--- config.mk ---
export PLATFORM = sky130hd
export DESIGN_NAME = e2e_crc64_message_check_unit
export DESIGN_NICKNAME = d
export VERILOG_FILES = /design/src/design/e2ec_pkg.sv /design/src/design/e2e_crc64_message_check_unit.sv /design/src/design/e2ec_in_stage.sv /design/src/design/e2ec_msg_core.sv /design/src/design/e2ec_out_stage.sv
export SDC_FILE = /design/constraint.sdc
export NUM_CORES = 1
export LEC_CHECK = 0
export ABC_AREA = 1
export ABC_CLOCK_PERIOD_IN_PS = 8100
export BUFFER_PORTS_ARGS = -buffer_cell sky130_fd_sc_hd__buf_2
export CAP_MARGIN = 20
export CORE_ASPECT_RATIO = 0.5
export CORE_MARGIN = 2
export CORE_UTILIZATION = 55
export CTS_CLUSTER_SIZE = 25
export DETAILED_ROUTE_END_ITERATION = 8
export PLACE_DENSITY = 0.75
export SKIP_CTS_REPAIR_TIMING = 1
export SYNTH_ARGS = -nofsm -noshare
export SYNTH_HDL_FRONTEND = slang
export SYNTH_SLANG_ARGS = --single-unit
export TNS_END_PERCENT = 30
--- constraint.sdc ---
create_clock -name clk -period 8.1 [get_ports clk]
set_input_delay 0.405 -clock clk [delete_from_list [all_inputs] [get_ports clk]]
set_output_delay 0.405 -clock clk [all_outputs]
set_load 0.01 [all_outputs]
--- src/design/e2ec_pkg.sv ---
// Shared types, constants and the byte-wide CRC-64/XZ update for the E2E message check.
`default_nettype none
package e2ec_pkg;

	localparam int unsigned HDR_BYTES = 20;
	localparam int unsigned POS_W     = 5;

	localparam logic [POS_W-1:0] POS_CRC_END  = POS_W'(8);
	localparam logic [POS_W-1:0] POS_LEN_END  = POS_W'(12);
	localparam logic [POS_W-1:0] POS_CNT_END  = POS_W'(16);
	localparam logic [POS_W-1:0] POS_HDR_END  = POS_W'(HDR_BYTES);
	localparam logic [POS_W-1:0] POS_HDR_LAST = POS_W'(HDR_BYTES - 1);

	localparam logic [63:0] CRC64_POLY     = 64'hC96C5795D7870F42;
	localparam logic [63:0] CRC64_ALL_ONES = 64'hFFFFFFFFFFFFFFFF;

	localparam logic [1:0] STATUS_OK       = 2'd0;
	localparam logic [1:0] STATUS_SHORT    = 2'd1;
	localparam logic [1:0] STATUS_MISMATCH = 2'd2;

	typedef struct packed {
		logic [7:0] data_byte;
		logic       last_byte;
	} msg_item_t;

	typedef struct packed {
		logic [1:0]  status;
		logic [63:0] received_crc;
		logic [63:0] computed_crc;
		logic [31:0] msg_length;
		logic [31:0] msg_counter;
		logic [31:0] data_ident;
	} res_item_t;

	// handshake control from the core to the two register stages
	typedef struct packed {
		logic consume;
		logic emit;
	} core_ctl_t;

	// reflected CRC-64, one byte, LSB first
	function automatic logic [63:0] crc64_byte(input logic [63:0] crc, input logic [7:0] b);
		logic [63:0] c;
		c = crc ^ {56'd0, b};
		for (int k = 0; k < 8; k++) begin
			c = c[0] ? ((c >> 1) ^ CRC64_POLY) : (c >> 1);
		end
		return c;
	endfunction

endpackage
`default_nettype wire

--- src/design/e2e_crc64_message_check_unit.sv ---
// Top level of the E2E CRC-64/XZ message check.
`default_nettype none
// Takes one message byte per transaction and accepts a byte on every clock while
// the result side keeps up. A byte sits in the input register while the core folds
// it into the header capture and the byte-wide CRC-64/XZ update. The result is
// formed combinationally from the final byte and written to the output register
// when the core consumes that byte, which waits while a held result is not taken.
// The byte-wide CRC update between the input and result registers sets the one
// byte per cycle rate. Only a final byte waits on a held result; other bytes pass.
// Each final byte gives exactly one result with status ok, too short or crc mismatch.
module e2e_crc64_message_check_unit
	import e2ec_pkg::*;
(
	input  wire logic      clk,
	input  wire logic      arst_n,
	input  wire logic      msg_valid,
	output logic           msg_stall,
	input  wire msg_item_t msg_item,
	output logic           res_valid,
	input  wire logic      res_stall,
	output res_item_t      res_item
);

	core_ctl_t ctl;
	logic      item_valid_s1;
	msg_item_t item_s1;
	logic      out_free;
	res_item_t result;

	e2ec_in_stage u_in_stage (
		.clk          (clk),
		.arst_n       (arst_n),
		.msg_valid    (msg_valid),
		.msg_stall    (msg_stall),
		.msg_item     (msg_item),
		.ctl          (ctl),
		.item_valid_s1(item_valid_s1),
		.item_s1      (item_s1)
	);

	e2ec_msg_core u_msg_core (
		.clk          (clk),
		.arst_n       (arst_n),
		.item_valid_s1(item_valid_s1),
		.item_s1      (item_s1),
		.out_free     (out_free),
		.ctl          (ctl),
		.result       (result)
	);

	e2ec_out_stage u_out_stage (
		.clk      (clk),
		.arst_n   (arst_n),
		.ctl      (ctl),
		.result   (result),
		.out_free (out_free),
		.res_valid(res_valid),
		.res_stall(res_stall),
		.res_item (res_item)
	);

endmodule
`default_nettype wire

--- src/design/e2ec_in_stage.sv ---
// Input register stage for message bytes.
`default_nettype none
module e2ec_in_stage
	import e2ec_pkg::*;
(
	input  wire logic      clk,
	input  wire logic      arst_n,
	input  wire logic      msg_valid,
	output logic           msg_stall,
	input  wire msg_item_t msg_item,
	input  wire core_ctl_t ctl,
	output logic           item_valid_s1,
	output msg_item_t      item_s1
);

	logic accept;

	assign msg_stall = item_valid_s1 && !ctl.consume;
	assign accept    = msg_valid && !msg_stall;

	always_ff @(posedge clk or negedge arst_n) begin
		if (!arst_n) begin
			item_valid_s1 <= 1'b0;
		end else if (accept) begin
			item_valid_s1 <= 1'b1;
		end else if (ctl.consume) begin
			item_valid_s1 <= 1'b0;
		end
	end

	always_ff @(posedge clk) begin
		if (accept) begin
			item_s1 <= msg_item;
		end
	end

endmodule
`default_nettype wire

--- src/design/e2ec_msg_core.sv ---
// Header capture, running CRC, results; one byte per cycle unless output is held.
`default_nettype none
module e2ec_msg_core
	import e2ec_pkg::*;
(
	input  wire logic      clk,
	input  wire logic      arst_n,
	input  wire logic      item_valid_s1,
	input  wire msg_item_t item_s1,
	input  wire logic      out_free,
	output core_ctl_t      ctl,
	output res_item_t      result
);

	logic [POS_W-1:0] byte_position_q;
	logic [63:0]      running_crc_q;
	logic [63:0]      header_crc_q;
	logic [31:0]      header_length_q;
	logic [31:0]      header_counter_q;
	logic [31:0]      header_data_id_q;

	logic [63:0] crc_nxt;
	logic [63:0] hcrc_nxt;
	logic [31:0] hlen_nxt;
	logic [31:0] hcnt_nxt;
	logic [31:0] hid_nxt;
	logic [63:0] crc_final;
	logic        last;
	logic        consume;

	assign last = item_s1.last_byte;

	// a byte that ends nothing can go even while the output is held
	assign consume     = item_valid_s1 && (!last || out_free);
	assign ctl.consume = consume;
	assign ctl.emit    = consume && last;

	always_comb begin
		hcrc_nxt = header_crc_q;
		hlen_nxt = header_length_q;
		hcnt_nxt = header_counter_q;
		hid_nxt  = header_data_id_q;
		if (byte_position_q < POS_CRC_END) begin
			hcrc_nxt = {header_crc_q[55:0], item_s1.data_byte};
		end else if (byte_position_q < POS_LEN_END) begin
			hlen_nxt = {header_length_q[23:0], item_s1.data_byte};
		end else if (byte_position_q < POS_CNT_END) begin
			hcnt_nxt = {header_counter_q[23:0], item_s1.data_byte};
		end else if (byte_position_q < POS_HDR_END) begin
			hid_nxt = {header_data_id_q[23:0], item_s1.data_byte};
		end
		crc_nxt = (byte_position_q >= POS_CRC_END) ?
			crc64_byte(running_crc_q, item_s1.data_byte) : running_crc_q;
	end

	assign crc_final = crc_nxt ^ CRC64_ALL_ONES;

	always_comb begin
		if (byte_position_q < POS_HDR_LAST) begin
			result.status       = STATUS_SHORT;
			result.received_crc = '0;
			result.computed_crc = '0;
			result.msg_length   = '0;
			result.msg_counter  = '0;
			result.data_ident   = '0;
		end else begin
			result.status       = (crc_final == hcrc_nxt) ? STATUS_OK : STATUS_MISMATCH;
			result.received_crc = hcrc_nxt;
			result.computed_crc = crc_final;
			result.msg_length   = hlen_nxt;
			result.msg_counter  = hcnt_nxt;
			result.data_ident   = hid_nxt;
		end
	end

	always_ff @(posedge clk or negedge arst_n) begin
		if (!arst_n) begin
			byte_position_q  <= '0;
			running_crc_q    <= CRC64_ALL_ONES;
			header_crc_q     <= '0;
			header_length_q  <= '0;
			header_counter_q <= '0;
			header_data_id_q <= '0;
		end else if (consume) begin
			if (last) begin
				byte_position_q  <= '0;
				running_crc_q    <= CRC64_ALL_ONES;
				header_crc_q     <= '0;
				header_length_q  <= '0;
				header_counter_q <= '0;
				header_data_id_q <= '0;
			end else begin
				if (byte_position_q < POS_HDR_END) begin
					byte_position_q <= byte_position_q + POS_W'(1);
				end
				running_crc_q    <= crc_nxt;
				header_crc_q     <= hcrc_nxt;
				header_length_q  <= hlen_nxt;
				header_counter_q <= hcnt_nxt;
				header_data_id_q <= hid_nxt;
			end
		end
	end

endmodule
`default_nettype wire

--- src/design/e2ec_out_stage.sv ---
// Result register stage holding one check result until taken.
`default_nettype none
module e2ec_out_stage
	import e2ec_pkg::*;
(
	input  wire logic      clk,
	input  wire logic      arst_n,
	input  wire core_ctl_t ctl,
	input  wire res_item_t result,
	output logic           out_free,
	output logic           res_valid,
	input  wire logic      res_stall,
	output res_item_t      res_item
);

	logic      res_valid_q;
	res_item_t res_item_q;

	assign out_free  = !res_valid_q || !res_stall;
	assign res_valid = res_valid_q;
	assign res_item  = res_item_q;

	always_ff @(posedge clk or negedge arst_n) begin
		if (!arst_n) begin
			res_valid_q <= 1'b0;
		end else if (ctl.emit) begin
			res_valid_q <= 1'b1;
		end else if (!res_stall) begin
			res_valid_q <= 1'b0;
		end
	end

	always_ff @(posedge clk) begin
		if (ctl.emit) begin
			res_item_q <= result;
		end
	end

endmodule
`default_nettype wire

# After elaboration in Yosys (flattened, before gate mapping)
# Index checks and enable logic that the tools add are counted.
# totals
reg_bits	466
# op_classes
addsub	1
order_cmp	6
eq_ne	2
muxes	31
bitwise_logic	10
reduce_logical	14
# ops
operator	n
$mux 64	12
$mux 32	12
$not 32->33	8
$eq 64x64->1	1
$not 64->64	1
$xor 64x8->64	1
$lt 5x5->1 const B	3
$lt 5x4->1 const B	2
$mux 5	2
$add 5x1->5 const B	1
$ge 5x4->1 const B	1
$logic_not 1->1	5
$logic_and 1x1->1	4
$mux 1	4
$reduce_bool 2->1	2
$logic_or 1x1->1	2
$mux 2	1
$ne 2x1->1 const B	1
$reduce_and 2->1	1

# Depth between registers and ports, before layout
# logic_depth
depth_word	21
mapped_depth	24
ltp_nobuf	22

# Hierarchy
# Synthesis repeated with hierarchy kept, for this count alone.
# unflattened
cells_unflattened	2603
area_unflattened_um2	22696.8
# by_module_without_submodules
module	instances	cells_each	area_each_um2
e2ec_msg_core	1	2357	15541.2
e2ec_out_stage	1	230	6827.8
e2ec_in_stage	1	16	327.8

# Least setup slack after synthesis
# OpenSTA, ideal clock, no wires.
# synth_path
kind	flip-flop to flip-flop
startpoint	register u_in_stage.item_s1[0] (netlist name)
endpoint	register u_out_stage.res_item_q, in the netlist u_out_stage.res_item[0] (enable)
setup_ps	579
arrival_ps	5439
slack_ps	2082
path_stages_with_launch	7
path_buffers	1
synth_period_minus_slack_ps	6018
path_cell_list	edfxtp_1 nand3_1 nand2_1 clkbuf_1 inv_2 nand2_1 inv_1
# synth_lines
item	line	source
end signal, assigned	e2ec_out_stage.sv:35	res_item_q <= result;
end, declared	e2ec_out_stage.sv:17	res_item_t res_item_q;

# Worst setup path after layout
# layout_path
startpoint	register u_msg_core.byte_position_q[4]
endpoint	register u_out_stage.res_item_q, in the netlist u_out_stage.res_item[225] (data pin)
# layout_via
elab_chain_cells	5
word_cells_on_any_way	8
cone_classes	order compare: 3; eq/ne: 1; mux: 3; bitwise: 1
# layout_rtl
item	line	source
start, declared	e2ec_msg_core.sv:15	logic [POS_W-1:0] byte_position_q;
start signal, assigned	e2ec_msg_core.sv:94	byte_position_q <= byte_position_q + POS_W'(1);
$ge 5x4->1	e2ec_msg_core.sv:52	crc_nxt = (byte_position_q >= POS_CRC_END) ?
$mux 64	e2ec_msg_core.sv:52	
$not 64->64 (no line)	n/a	
$eq 64x64->1	e2ec_msg_core.sv:67	result.status = (crc_final == hcrc_nxt) ? STATUS_OK : STATUS_MISMATCH;
$mux 2	e2ec_msg_core.sv:67	
# Parallel ways exist; a longest one is shown, timed or not.
# A chain may end at the register's enable or synchronous reset.

==> impl_metrics.toml <==
[floorplan]
placementRows = 52
dieArea_mm2 = 0.0432
dieWidth_um = 292
die_y_um = 148
ioPinCount = 241
start_util = 0.561
coreArea_mm2 = 0.0407

[global_routing]
grt_max_degree = 153
grt_pass1_wl_mm = 102
antenna_found_initial = 2
grt_pass1_vias = 18000
grt-ovfl-total = 0
grt.total_usage = 0.305

[synthesis]
synth_top_family_by_area = "simple AND/OR/NAND/NOR gates"
synth_xor_area_frac = 0.0151
seq_area_frac_synth = 0.566
yosysUniqueCellTypes = 37
synthMuxAreaShare = 0
synth_top_area_frac = 0.309
ys_ff_latch = 466
syn_avg_cell_area_um2 = 8.50
synth_nets = 2698
synthAdderAreaFrac = 0.000548
synth_compound_area_frac = 0.108
synth_largest_area_cell = "edfxtp_1"
ys_top_cells_by_area = "edfxtp_1, dfrtp_1, nand2_1"
synth-simple-area-share = 0.228
syn-instance-count = 2684
netlist_area_mm2 = 0.0228
synth_warnings = 0

[cells_and_area]
drive_gt1_frac = 0.151
multiInputGateArea_mm2 = 0.00804
final_nets = 2867
synthToLayoutAreaGrowth_pct = 12.9
fill_cells = 3425
finish.instance_area_mm2 = 0.0258
seq_area_mm2 = 0.0129
stdcell_count = 3429
post-route-util = 0.633

[drt]
vias_per_cell = 5.71
final_antenna_net_count = 0
vias = 19600
drt_iter0_drc = 2372
avgRoutedWirePerCell_um = 19.7
drt_wl_total_mm = 67.5
drc = 0
dr.pass1.iters = 8

[cts]
clkTransAtPathRegs_ns = 0.08
cts_tree = "yes"
clockBufferDepth = 3
cts_sinks = 466
numCtsBuffers = 43
cts_max_level = 2
clk_latency_ns = 0.58
cts_root_buf = "clkbuf_16"

[critical_path]
criticalPathCategory = "reg2reg"
cp.required_ns = 8.41
cpPeakStageDelay_ns = 0.91
crit_chain = "nor2_4, buf_4, buf_4, nand2_1, o21ai_0, inv_1, nand3_1, nand2_1, nor2_1, nand2_1, nor2_1, nand3_1, nor2_1, nand2_1, nor2_1, nand3_1, nor2_1, nor2_1"
cp-start-kind = "flip-flop"
path_max_fanout = 111
setup.worst_path.end_class = "flip-flop"
crit_slowest_cell = "buf_4"
cp.arrival_ns = 4.94
crit_top_cell = "nor2_1"

[sta]
fin_crit_sh = 0.571
skew_ns = 0.0217
setup_viol = 0
fmax_ghz = 0.216
rsz0062_at_grt = "false"
max_slew_margin = 0.245
fin_crit_ns = 4.63
timing.final.hold_violations = 0
tns_ns = 0
tightest_slew_ns = 1.13
finalMaxSlewViolations = 0

[placement]
dp.cells = 3344
place_congestion = 1.02
io_buffers = 240
placed_area_mm2 = 0.0243
dp_hpwl_mm = 44.7

[status]
status = "finished clean"

[power]
ir_drop_mv = 0.131
p_per_area_mw_per_mm2 = 214
power.leakage_nw = 12.0

[hold_path]
hold_class = "in2reg"

[run]
drv_cap = 0
## Yosys cell counts (all sizes together)
cell and instances:
edfxtp 235, nand4 7, nor2 249, xnor2 1, and3 1, nor3 3
o22ai 188, nand3 167, inv 347, a21o 1, dfstp 64, nand3b 6
a32oi 2, buf 43, a22oi 23, xor2 28, xnor3 4, dfrtp 167
o211ai 1, or2 4, a21oi 28, clkbuf 90, nor3b 1, o21ai 186
nand2b 1, ha 1, nand2 836
## layout make-up
| cell class | instances | area share |
|---|---|---|
| flip-flops and latches | 466 | 0.502 |
| repair buffers | 257 | 0.0537 |
| well taps | 540 | 0.0262 |
| clock inverters | 17 | 0.00704 |
| clock buffers | 63 | 0.0479 |
| multi-input cells | 1738 | 0.312 |
| diodes | 1 | 0.0000972 |
| inverters | 347 | 0.0513 |
## sequential cells by signal, indices dropped and copies added (netlist names)
name                         count
u_msg_core.header_length_q      32
u_in_stage.item_s1               9
u_msg_core.header_counter_q     32
u_msg_core.header_data_id_q     32
u_msg_core.header_crc_q         64
u_msg_core.running_crc_q        64
u_out_stage.res_item           226
u_in_stage.item_valid_s1         1
u_msg_core.byte_position_q       5
u_out_stage.res_valid            1
## metal layers
metal	share of wire	track usage	vias to the layer above	wire [µm]
li1	-	-	9122	-
met1	0.41	0.431	9253	27600
met2	0.45	0.468	1016	30600
met3	0.094	0.0574	200	6340
met4	0.044	0.128	2	2950
met5	0.00027	0	-	18
## worst max-delay path, delay by kind of cell, from the launching register on
family	cells	cell delay (ns)
DFF	1	0.55
AOI/OAI and AO/OA	1	0.17
buffers and inverters	3	1.91
and+or+nand+nor	14	1.64
## kinds of logic (layout without fill, tap and decap cells)
kind of cell,count (synthesis),count (layout)
other,0,1
XOR/XNOR,33,33
AO/OA/AOI/OAI,429,429
flip-flops,466,466
AND/OR/NAND/NOR,1275,1275
adder cells (fa/ha/maj),1,1
buffers and inverters,480,684
## where the power goes
group / switching [mW] / internal (mW)
Combinational: 0.573 / 0.209
Sequential: 0.0552 / 2.59
Clock: 0.922 / 1.16
Total: 1.55 / 3.96
## placed cells by master (no fill, tap or decap), drive strengths merged, types with 11 or more instances in the layout
master  count
xor2       28
clkbuf     63
buf       255
inv       349
nor2      249
edfxtp    235
nand2     836
o22ai     188
nand3     167
o21ai     186
dfstp      64
a22oi      23
clkinv     11
dfrtp     167
a21oi      28
## stage by stage
| step | hold WS [ns] | setup slack (ns) | total power, mW |
|---|---|---|---|
| final | 0.0274 | 3.47 | 5.51 |
| after floorplan | 0.109 | 2.08 | 3.19 |
| after global placement | 0.459 | 3.69 | 3.43 |
| after CTS | -0.128 | 3.60 | 5.50 |
| after detailed placement | 0.464 | 3.62 | 3.44 |
| after global routing | 0.00943 | 3.20 | 5.69 |
## final timing paths
check                                              start                              end  slack, ns  cells past startpoint
min reg2reg                  u_msg_core.header_crc_q[59]      u_msg_core.header_crc_q[59]       0.48                      2
min                                          msg_item[4]            u_in_stage.item_s1[4]       0.03                      1
max reg2reg                u_msg_core.byte_position_q[4]        u_out_stage.res_item[225]       3.47                     18
min in group asynchronous                         arst_n      u_msg_core.header_crc_q[48]       0.45                      2
max in group asynchronous                         arst_n  u_msg_core.header_data_id_q[28]       6.17                      3
max                        u_msg_core.byte_position_q[4]        u_out_stage.res_item[225]       3.47                     18
Note: power is estimated with default switching activity, not from simulation.
